`config.mk`:
```
export PLATFORM = sky130hd
export DESIGN_NAME = ring_buffer_offset_locator
export DESIGN_NICKNAME = d
export VERILOG_FILES = /design/src/sv/rbol_pkg.sv /design/src/sv/rbol_ram.sv /design/src/sv/rbol_datapath.sv /design/src/sv/rbol_ctrl.sv /design/src/sv/ring_buffer_offset_locator.sv
export VERILOG_INCLUDE_DIRS = /design/src /design/src/sv
export SDC_FILE = /design/constraint.sdc
export NUM_CORES = 1
export LEC_CHECK = 0
export ABC_AREA = 1
export BUFFER_PORTS_ARGS = -buffer_cell sky130_fd_sc_hd__buf_2
export CORE_ASPECT_RATIO = 0.9
export CORE_MARGIN = 10
export CORE_UTILIZATION = 45
export DETAILED_ROUTE_END_ITERATION = 6
export PLACE_DENSITY = 0.63
export SLEW_MARGIN = 20
export SYNTH_ARGS = -nofsm -noshare
export SYNTH_HDL_FRONTEND = slang
export SYNTH_SLANG_ARGS = --single-unit
export TNS_END_PERCENT = 20
```
`constraint.sdc`:
```
create_clock -name clk_i -period 7.96 [get_ports clk_i]
set_input_delay 0.796 -clock clk_i [delete_from_list [all_inputs] [get_ports clk_i]]
set_output_delay 0.796 -clock clk_i [all_outputs]
set_load 0.005 [all_outputs]
```
`src/sv/assert_macros.svh`:
```
// Assertion helpers for the RTL files; only rbol_datapath includes them.
`ifndef ASSERT_MACROS_SVH
`define ASSERT_MACROS_SVH

`ifndef NO_ASSERTIONS

// Property that must hold at every clock edge outside reset.
`define RBOL_ASSERT(lbl, clk, rstn, prop, msg) \
  lbl: assert property (@(posedge clk) disable iff (!rstn) prop) else $error(msg);

// Condition that must never be seen outside reset.
`define RBOL_NEVER(lbl, clk, rstn, cond, msg) \
  lbl: assert property (@(posedge clk) disable iff (!rstn) !(cond)) else $error(msg);

`else

`define RBOL_ASSERT(lbl, clk, rstn, prop, msg)
`define RBOL_NEVER(lbl, clk, rstn, cond, msg)

`endif

`endif

```
`src/sv/rbol_pkg.sv`:
```
package rbol_pkg;

  // Field widths of the request and response words.
  localparam int unsigned HANDLE_W  = 32;
  localparam int unsigned SIZE_W    = 16;
  localparam int unsigned OFFSET_W  = 20;
  localparam int unsigned SLOT_W    = 4;
  // The running sum never passes the offset before a hit, so one extra bit covers it.
  localparam int unsigned ACC_W     = OFFSET_W + 1;
  localparam int unsigned ENTRY_W   = HANDLE_W + SIZE_W;

  localparam int unsigned RING_DEPTH_DEF = 16;

  // Request codes.
  localparam logic REQ_ADD  = 1'b0;
  localparam logic REQ_FIND = 1'b1;

  typedef struct packed {
    logic                req_type;
    logic [HANDLE_W-1:0] entry_handle;
    logic [SIZE_W-1:0]   entry_size;
    logic [OFFSET_W-1:0] find_offset;
  } req_t;

  typedef struct packed {
    logic                found;
    logic [SLOT_W-1:0]   slot_index;
    logic [HANDLE_W-1:0] handle_out;
    logic [SIZE_W-1:0]   byte_in_entry;
  } rsp_t;

  // Commands from the controller to the datapath.
  typedef struct packed {
    logic add;    // store the request word as a new entry
    logic start;  // begin a walk for the request word
    logic step;   // advance the walk by one entry
    logic load;   // capture the walk outcome in the response register
  } dp_cmd_t;

  // Walk status from the datapath.
  typedef struct packed {
    logic hit;   // the entry under compare covers the offset
    logic miss;  // every stored entry was checked without a hit
  } dp_sts_t;

  typedef enum logic {
    ST_IDLE,
    ST_WALK
  } ctl_state_e;

endpackage

```
`src/sv/rbol_ram.sv`:
```
module rbol_ram #(
  parameter int unsigned WIDTH = 8,
  parameter int unsigned DEPTH = 16
) (
  input  logic                     clk_i,
  input  logic                     we_i,
  input  logic [$clog2(DEPTH)-1:0] waddr_i,
  input  logic [WIDTH-1:0]         wdata_i,
  input  logic                     re_i,
  input  logic [$clog2(DEPTH)-1:0] raddr_i,
  output logic [WIDTH-1:0]         rdata_o
);

  logic [WIDTH-1:0] mem_q [DEPTH];
  logic [WIDTH-1:0] rdata_q;

  // Write port.
  always_ff @(posedge clk_i) begin
    if (we_i) begin
      mem_q[waddr_i] <= wdata_i;
    end
  end

  // Registered read port; the data holds while no read is issued.
  always_ff @(posedge clk_i) begin
    if (re_i) begin
      rdata_q <= mem_q[raddr_i];
    end
  end

  assign rdata_o = rdata_q;

endmodule

```
`src/sv/rbol_datapath.sv`:
```
`include "assert_macros.svh"

module rbol_datapath import rbol_pkg::*; #(
  parameter int unsigned RING_DEPTH = RING_DEPTH_DEF
) (
  input  logic    clk_i,
  input  logic    rst_ni,
  input  req_t    req_i,
  input  dp_cmd_t cmd_i,
  output dp_sts_t sts_o,
  output rsp_t    rsp_o
);

  localparam int unsigned PTR_W = $clog2(RING_DEPTH);
  localparam int unsigned CNT_W = $clog2(RING_DEPTH + 1);
  localparam logic [PTR_W-1:0] LAST_SLOT = PTR_W'(RING_DEPTH - 1);

  logic [PTR_W-1:0]    wp_q, rp_q, rd_ptr_q, pend_slot_q;
  logic                full_q, pend_q;
  logic [CNT_W-1:0]    left_q, count;
  logic [ACC_W-1:0]    acc_q, off_q, acc_sum;
  logic [PTR_W-1:0]    wp_next, rd_ptr_next;
  logic [ENTRY_W-1:0]  rd_entry;
  logic [HANDLE_W-1:0] rd_handle;
  logic [SIZE_W-1:0]   rd_size;
  logic [PTR_W+SLOT_W-1:0] slot_ext;
  logic                hit, issue;
  rsp_t                rsp_q;

  // Pointer increments with wrap at the ring depth.
  assign wp_next     = (wp_q == LAST_SLOT) ? '0 : wp_q + 1'b1;
  assign rd_ptr_next = (rd_ptr_q == LAST_SLOT) ? '0 : rd_ptr_q + 1'b1;

  // Number of stored entries.
  always_comb begin
    if (full_q) begin
      count = CNT_W'(RING_DEPTH);
    end else if (wp_q >= rp_q) begin
      count = CNT_W'(wp_q) - CNT_W'(rp_q);
    end else begin
      count = CNT_W'(wp_q) + CNT_W'(RING_DEPTH) - CNT_W'(rp_q);
    end
  end

  // Entry memory: handle in the upper bits, size in the lower bits.
  assign issue = cmd_i.step && (left_q != '0);

  rbol_ram #(
    .WIDTH (ENTRY_W),
    .DEPTH (RING_DEPTH)
  ) u_ram (
    .clk_i   (clk_i),
    .we_i    (cmd_i.add),
    .waddr_i (wp_q),
    .wdata_i ({req_i.entry_handle, req_i.entry_size}),
    .re_i    (issue),
    .raddr_i (rd_ptr_q),
    .rdata_o (rd_entry)
  );

  assign rd_handle = rd_entry[ENTRY_W-1:SIZE_W];
  assign rd_size   = rd_entry[SIZE_W-1:0];

  // Compare the running sum plus the fetched size against the offset.
  assign acc_sum = acc_q + ACC_W'(rd_size);
  assign hit     = pend_q && (acc_sum > off_q);

  assign sts_o.hit  = hit;
  assign sts_o.miss = !pend_q && (left_q == '0);

  // Ring pointers and full flag.
  always_ff @(posedge clk_i or negedge rst_ni) begin
    if (!rst_ni) begin
      wp_q   <= '0;
      rp_q   <= '0;
      full_q <= 1'b0;
    end else if (cmd_i.add) begin
      wp_q <= wp_next;
      if (full_q) begin
        rp_q <= wp_next;
      end else if (wp_next == rp_q) begin
        full_q <= 1'b1;
      end
    end
  end

  // Walk state: read address, entries left to fetch, running sum.
  always_ff @(posedge clk_i or negedge rst_ni) begin
    if (!rst_ni) begin
      rd_ptr_q    <= '0;
      pend_slot_q <= '0;
      left_q      <= '0;
      pend_q      <= 1'b0;
      acc_q       <= '0;
      off_q       <= '0;
    end else if (cmd_i.start) begin
      rd_ptr_q <= rp_q;
      left_q   <= count;
      pend_q   <= 1'b0;
      acc_q    <= '0;
      off_q    <= ACC_W'(req_i.find_offset);
    end else if (cmd_i.step) begin
      if (issue) begin
        rd_ptr_q    <= rd_ptr_next;
        pend_slot_q <= rd_ptr_q;
        left_q      <= left_q - 1'b1;
        pend_q      <= 1'b1;
      end else begin
        pend_q <= 1'b0;
      end
      if (pend_q && !hit) begin
        acc_q <= acc_sum;
      end
    end
  end

  // Response register, zero fields on a miss.
  assign slot_ext = {{SLOT_W{1'b0}}, pend_slot_q};

  always_ff @(posedge clk_i) begin
    if (cmd_i.load) begin
      rsp_q.found <= hit;
      if (hit) begin
        rsp_q.slot_index    <= slot_ext[SLOT_W-1:0];
        rsp_q.handle_out    <= rd_handle;
        rsp_q.byte_in_entry <= SIZE_W'(off_q - acc_q);
      end else begin
        rsp_q.slot_index    <= '0;
        rsp_q.handle_out    <= '0;
        rsp_q.byte_in_entry <= '0;
      end
    end
  end

  assign rsp_o = rsp_q;

  `RBOL_NEVER(a_hit_and_miss, clk_i, rst_ni, hit && sts_o.miss, "hit and miss together")
  `RBOL_ASSERT(a_full_ptrs, clk_i, rst_ni, full_q |-> (wp_q == rp_q), "pointers apart when full")
  `RBOL_ASSERT(a_acc_bound, clk_i, rst_ni, acc_q <= off_q, "running sum passed the offset")

endmodule

```
`src/sv/rbol_ctrl.sv`:
```
module rbol_ctrl import rbol_pkg::*; (
  input  logic    clk_i,
  input  logic    rst_ni,
  input  logic    in_valid_i,
  input  logic    req_type_i,
  output logic    in_ready_o,
  output logic    out_valid_o,
  input  logic    out_ready_i,
  input  dp_sts_t sts_i,
  output dp_cmd_t cmd_o
);

  ctl_state_e state_q, state_d;
  logic       out_valid_q, out_valid_d;
  logic       out_busy, finish;

  assign out_busy = out_valid_q && !out_ready_i;
  assign finish   = sts_i.hit || sts_i.miss;

  // State and output-valid registers.
  always_ff @(posedge clk_i or negedge rst_ni) begin
    if (!rst_ni) begin
      state_q     <= ST_IDLE;
      out_valid_q <= 1'b0;
    end else begin
      state_q     <= state_d;
      out_valid_q <= out_valid_d;
    end
  end

  // Next state and datapath commands.
  always_comb begin
    state_d     = state_q;
    cmd_o       = '0;
    in_ready_o  = 1'b0;
    out_valid_d = out_valid_q && !out_ready_i;
    case (state_q)
      ST_IDLE: begin
        in_ready_o = 1'b1;
        if (in_valid_i) begin
          if (req_type_i == REQ_FIND) begin
            cmd_o.start = 1'b1;
            state_d     = ST_WALK;
          end else begin
            cmd_o.add = 1'b1;
          end
        end
      end
      ST_WALK: begin
        // Hold the walk when its outcome cannot be placed in the response register.
        if (!(finish && out_busy)) begin
          cmd_o.step = 1'b1;
          if (finish) begin
            cmd_o.load  = 1'b1;
            out_valid_d = 1'b1;
            state_d     = ST_IDLE;
          end
        end
      end
      default: begin
        state_d = ST_IDLE;
      end
    endcase
  end

  assign out_valid_o = out_valid_q;

endmodule

```
`src/sv/ring_buffer_offset_locator.sv`:
```
// Ring of buffer entries (handle and byte size) with overwrite of the oldest.
// Input channel in_valid_i/in_ready_o carries one request word: an add stores
// an entry at the write pointer and gives no response; a find looks up the
// entry covering a byte offset in the stored data, oldest entry first.
// Output channel out_valid_o/out_ready_i carries one response word per find:
// found flag, ring slot, handle and byte position within the entry.
// An add is stored when it is accepted and leaves the block ready. A find walks
// the stored entries through the single read port of the entry memory, one
// entry per cycle: each entry is read, then its size is added to the running
// sum and compared with the offset, until a hit or the last entry. The next
// request is accepted in the cycle after the response is loaded.
// The response sits in an output register, so new requests are accepted while
// it waits; a walk that finishes while the previous response is still
// stalled holds until the receiver takes it.
// Reset empties the ring (pointers and full flag cleared); entry contents are
// not cleared and are only read after being written.
module ring_buffer_offset_locator import rbol_pkg::*; #(
  parameter int unsigned RING_DEPTH = RING_DEPTH_DEF
) (
  input  logic clk_i,
  input  logic rst_ni,
  input  logic in_valid_i,
  output logic in_ready_o,
  input  req_t in_word_i,
  output logic out_valid_o,
  input  logic out_ready_i,
  output rsp_t out_word_o
);

  dp_cmd_t cmd;
  dp_sts_t sts;

  // Sequencer for adds and find walks.
  rbol_ctrl u_ctrl (
    .clk_i       (clk_i),
    .rst_ni      (rst_ni),
    .in_valid_i  (in_valid_i),
    .req_type_i  (in_word_i.req_type),
    .in_ready_o  (in_ready_o),
    .out_valid_o (out_valid_o),
    .out_ready_i (out_ready_i),
    .sts_i       (sts),
    .cmd_o       (cmd)
  );

  // Ring pointers, entry memory and offset accumulation.
  rbol_datapath #(
    .RING_DEPTH (RING_DEPTH)
  ) u_datapath (
    .clk_i  (clk_i),
    .rst_ni (rst_ni),
    .req_i  (in_word_i),
    .cmd_i  (cmd),
    .sts_o  (sts),
    .rsp_o  (out_word_o)
  );

endmodule

```
==> impl_metrics.env <==
export IMPL_synth_edf_count=869
export IMPL_die_area_um2=96500
export IMPL_drive_gt1_share_pct=11.3
export IMPL_cts_max_level=3
export IMPL_synth_area_um2=38000
export IMPL_power_density_nw_per_um2=386
export IMPL_grt_ovfl_total=0
export IMPL_min_period_over_period_pct=68.1
export IMPL_synth_seq_cells=935
export IMPL_drtIter0Drc=2605
export IMPL_synth_flop_cell="edfxtp_1"
export IMPL_async_flop_share_pct=7.06
export IMPL_grt_pass1_wl_mm=146
export IMPL_io_pins=128
export IMPL_antenna_found_initial=18
export IMPL_core_area_um2=84000
export IMPL_first_pass_iters=5
export IMPL_crit_required_ns=8.23
export IMPL_cts_root_buffer="clkbuf_16"
export IMPL_fin_worst_skew_ns=0.0338
export IMPL_path_class="reg -> reg"
export IMPL_num_vias=24280
export IMPL_ir_drop_mv=0.315
export IMPL_drv_cap=0
export IMPL_synth_most_common_cell="edfxtp_1"
export IMPL_hold_path_class="in -> async"
export IMPL_crit_family="simple AND/OR/NAND/NOR gates"
export IMPL_synthTopCellsByCount="869 x edfxtp_1, 471 x nor2_1, 435 x o21ai_0"
export IMPL_viasPerCell=5.74
export IMPL_final_setup_tns_ns=0
export IMPL_drc_errors=0
export IMPL_cp_end_kind="flop"
export IMPL_hold_buffers=0
export IMPL_port_buffers=127
export IMPL_final_util_pct=51.0
export IMPL_yosys_top_cells_area="edfxtp_1 69%, o21ai_0 5.7%, nor2_1 4.7%, dfrtp_1 4.3%, o221ai_1 3.7%"
export IMPL_crit_path_max_incr_delay_ns=0.65
export IMPL_hpwl_mm=47.8
export IMPL_start_kind="flop"
export IMPL_rsz0062_at_grt="false"
export IMPL_status="complete, no violations"
export IMPL_clkLatencyLatePin_ns=0.66
export IMPL_post_cts_resized=0
export IMPL_setup_violations_final=0
export IMPL_dp_cells=4055
export IMPL_cts_path_max_buffers=3
export IMPL_core_rowCount=101
export IMPL_critical_path_arrival_ns=5.69
export IMPL_synthCells=2938
export IMPL_path_clk_slew_ns=0.06
export IMPL_setup_ws_ns=2.54
export IMPL_numCtsBuffers=93
export IMPL_leakage_nw=14.9
export IMPL_hold_viol=0
export IMPL_gp_congestion=0.818
export IMPL_yosys_warnings=0
export IMPL_slowest_stage="inv_2"
export IMPL_seq_area_frac_synth_pct=73.0
export IMPL_post_cts_buffers=0
export IMPL_fp_dieH_um=296
export IMPL_synth_nets=3076
export IMPL_synth_top_cell_area_share_pct=68.7
export IMPL_wire_per_inst_um=22.8
export IMPL_fin_nets=3155
export IMPL_crit_fanout=30
export IMPL_power_total_mw=16.5
export IMPL_grt_max_degree=243
export IMPL_fmax_mhz=184
export IMPL_synth_cell_types=43
export IMPL_fin_crit_ns=5.42
export IMPL_drt_wl_total_mm=96.3
export IMPL_worstMarginPinSlew_ns=1.10
export IMPL_area_growth_pct=12.8
export IMPL_cts_tree="built"
export IMPL_dp_slack_ns=2.64
export IMPL_yosysTopAreaCell="edfxtp_1"
export IMPL_synth_avg_cell_area_um2=12.9
export IMPL_antenna_left=0
export IMPL_instances_no_fill=4232
export IMPL_crit_buf_inv=2
export IMPL_first_global_vias=24159
export IMPL_initial_utilization_pct=45.2
export IMPL_grt_usage_pct=19.6
export IMPL_relSlewSlack_pct=26.6
export IMPL_die_x_um=326
export IMPL_cpMostUsedCell="nand2_1"
export IMPL_clock_sinks=935
export IMPL_report_final_slew_viol_count=0
==> worst paths after layout <==
path / cells after the start / start / slack, ns / to
setup / recovery: 26 / u_datapath.u_ram.rdata_o[0] / 2.54 / u_datapath.u_ram.rdata_o[7]
hold / removal: 2 / rst_ni / 0.35 / u_datapath.off_q[4]
hold reg to reg: 2 / u_datapath.rp_q[3] / 0.48 / u_datapath.rp_q[3]
setup reg to reg: 26 / u_datapath.u_ram.rdata_o[0] / 2.54 / u_datapath.u_ram.rdata_o[7]
max in group asynchronous: 2 / rst_ni / 6.93 / u_datapath.rd_ptr_q[2]
min in group clk_i: 3 / in_word_i[12] / 0.38 / u_datapath.off_q[12]
==> per-layer routing <==
metal / vias to the layer above / GRT usage, % / routed length (um)
met3: 181 / 3.76 / 7390
met1: 12078 / 26.3 / 41200
met5: - / 0 / 118
li1: 11025 / - / -
met2: 978 / 32.1 / 45400
met4: 18 / 6.05 / 2220
==> cell usage in the layout, fill, tap and decap left out, types with 3 or more instances in the layout <==
| cell type | netlist | final |
|---|---|---|
| edfxtp_1 | 869 | 869 |
| nor2_1 | 471 | 457 |
| o21ai_0 | 435 | 435 |
| nand2_1 | 240 | 240 |
| o221ai_1 | 159 | 159 |
| inv_1 | 130 | 127 |
| buf_2 | 6 | 127 |
| nand3_1 | 113 | 113 |
| clkbuf_16 | 0 | 95 |
| ha_1 | 62 | 62 |
| dfrtp_1 | 66 | 62 |
| a21oi_1 | 50 | 50 |
| o22ai_1 | 35 | 35 |
| buf_4 | 4 | 35 |
| o211ai_1 | 34 | 34 |
| clkinv_2 | 0 | 24 |
| xor2_1 | 20 | 20 |
| clkinv_1 | 1 | 19 |
| nor2_4 | 0 | 14 |
| clkbuf_1 | 159 | 13 |
| o21ai_1 | 12 | 12 |
| xnor2_1 | 11 | 11 |
| bufinv_16 | 0 | 9 |
| inv_2 | 4 | 6 |
| nand2_2 | 5 | 5 |
| nand3_2 | 5 | 5 |
| diode_2 | 0 | 4 |
| nand4_1 | 4 | 4 |
| nor3_2 | 1 | 4 |
| nor3_1 | 7 | 4 |
| nor4_1 | 3 | 3 |
| fa_1 | 3 | 3 |
| clkinvlp_4 | 0 | 3 |
| dfrtp_4 | 0 | 3 |
==> stage by stage <==
step	hold slack [ns]	area, um2
2_1_floorplan	0.445	38000
3_5_place_dp	0.473	39800
4_1_cts	0.345	42800
3_3_place_gp	0.473	39800
6_report	0.353	42800
5_1_grt	0.373	42800
==> registers in the layout, indices dropped and copies added, names as in the netlist <==
| signal | count |
|---|---|
| u_datapath.rp_q | 4 |
| u_ctrl.out_valid_o | 1 |
| u_datapath.acc_q | 21 |
| u_datapath.rd_ptr_q | 4 |
| u_datapath.u_ram.rdata_o | 48 |
| u_datapath.u_ram.mem_q | 768 |
| u_ctrl.state_q | 1 |
| u_datapath.off_q | 20 |
| u_datapath.wp_q | 4 |
| u_datapath.rsp_o | 53 |
| u_datapath.pend_q | 1 |
| u_datapath.full_q | 1 |
| u_datapath.pend_slot_q | 4 |
| u_datapath.left_q | 5 |
==> cell type report <==
type	instances	area (um2)
well taps	1133	1420
diodes	4	10.0
multi-input cells	1688	9140
clock inverters	63	618
inverters	135	517
fillers	7018	41200
flip-flops and latches	935	27800
clock buffers	110	2450
repair buffers	164	930
==> cells by family (layout without fill, tap and decap cells) <==
group                    count (synthesis)  after routing  share of synthesized area (%)
AO/OA/AOI/OAI                          739            739                           11.8
XOR/XNOR                                32             32                          0.757
adder cells (fa/ha/maj)                 65             65                           2.20
buffers and inverters                  315            472                           3.23
flip-flops                             935            935                           73.0
other                                    0              4                              0
AND/OR/NAND/NOR                        852            852                           9.03
==> report_power, final <==
part           total (mW)  internal (mW)  switching, mW  leakage (nW)
clock network        4.38           2.51           1.87          1.51
registers            6.42           6.09          0.334          8.69
logic                5.72           1.76           3.97          4.66
(Power assumes the default switching activity.)
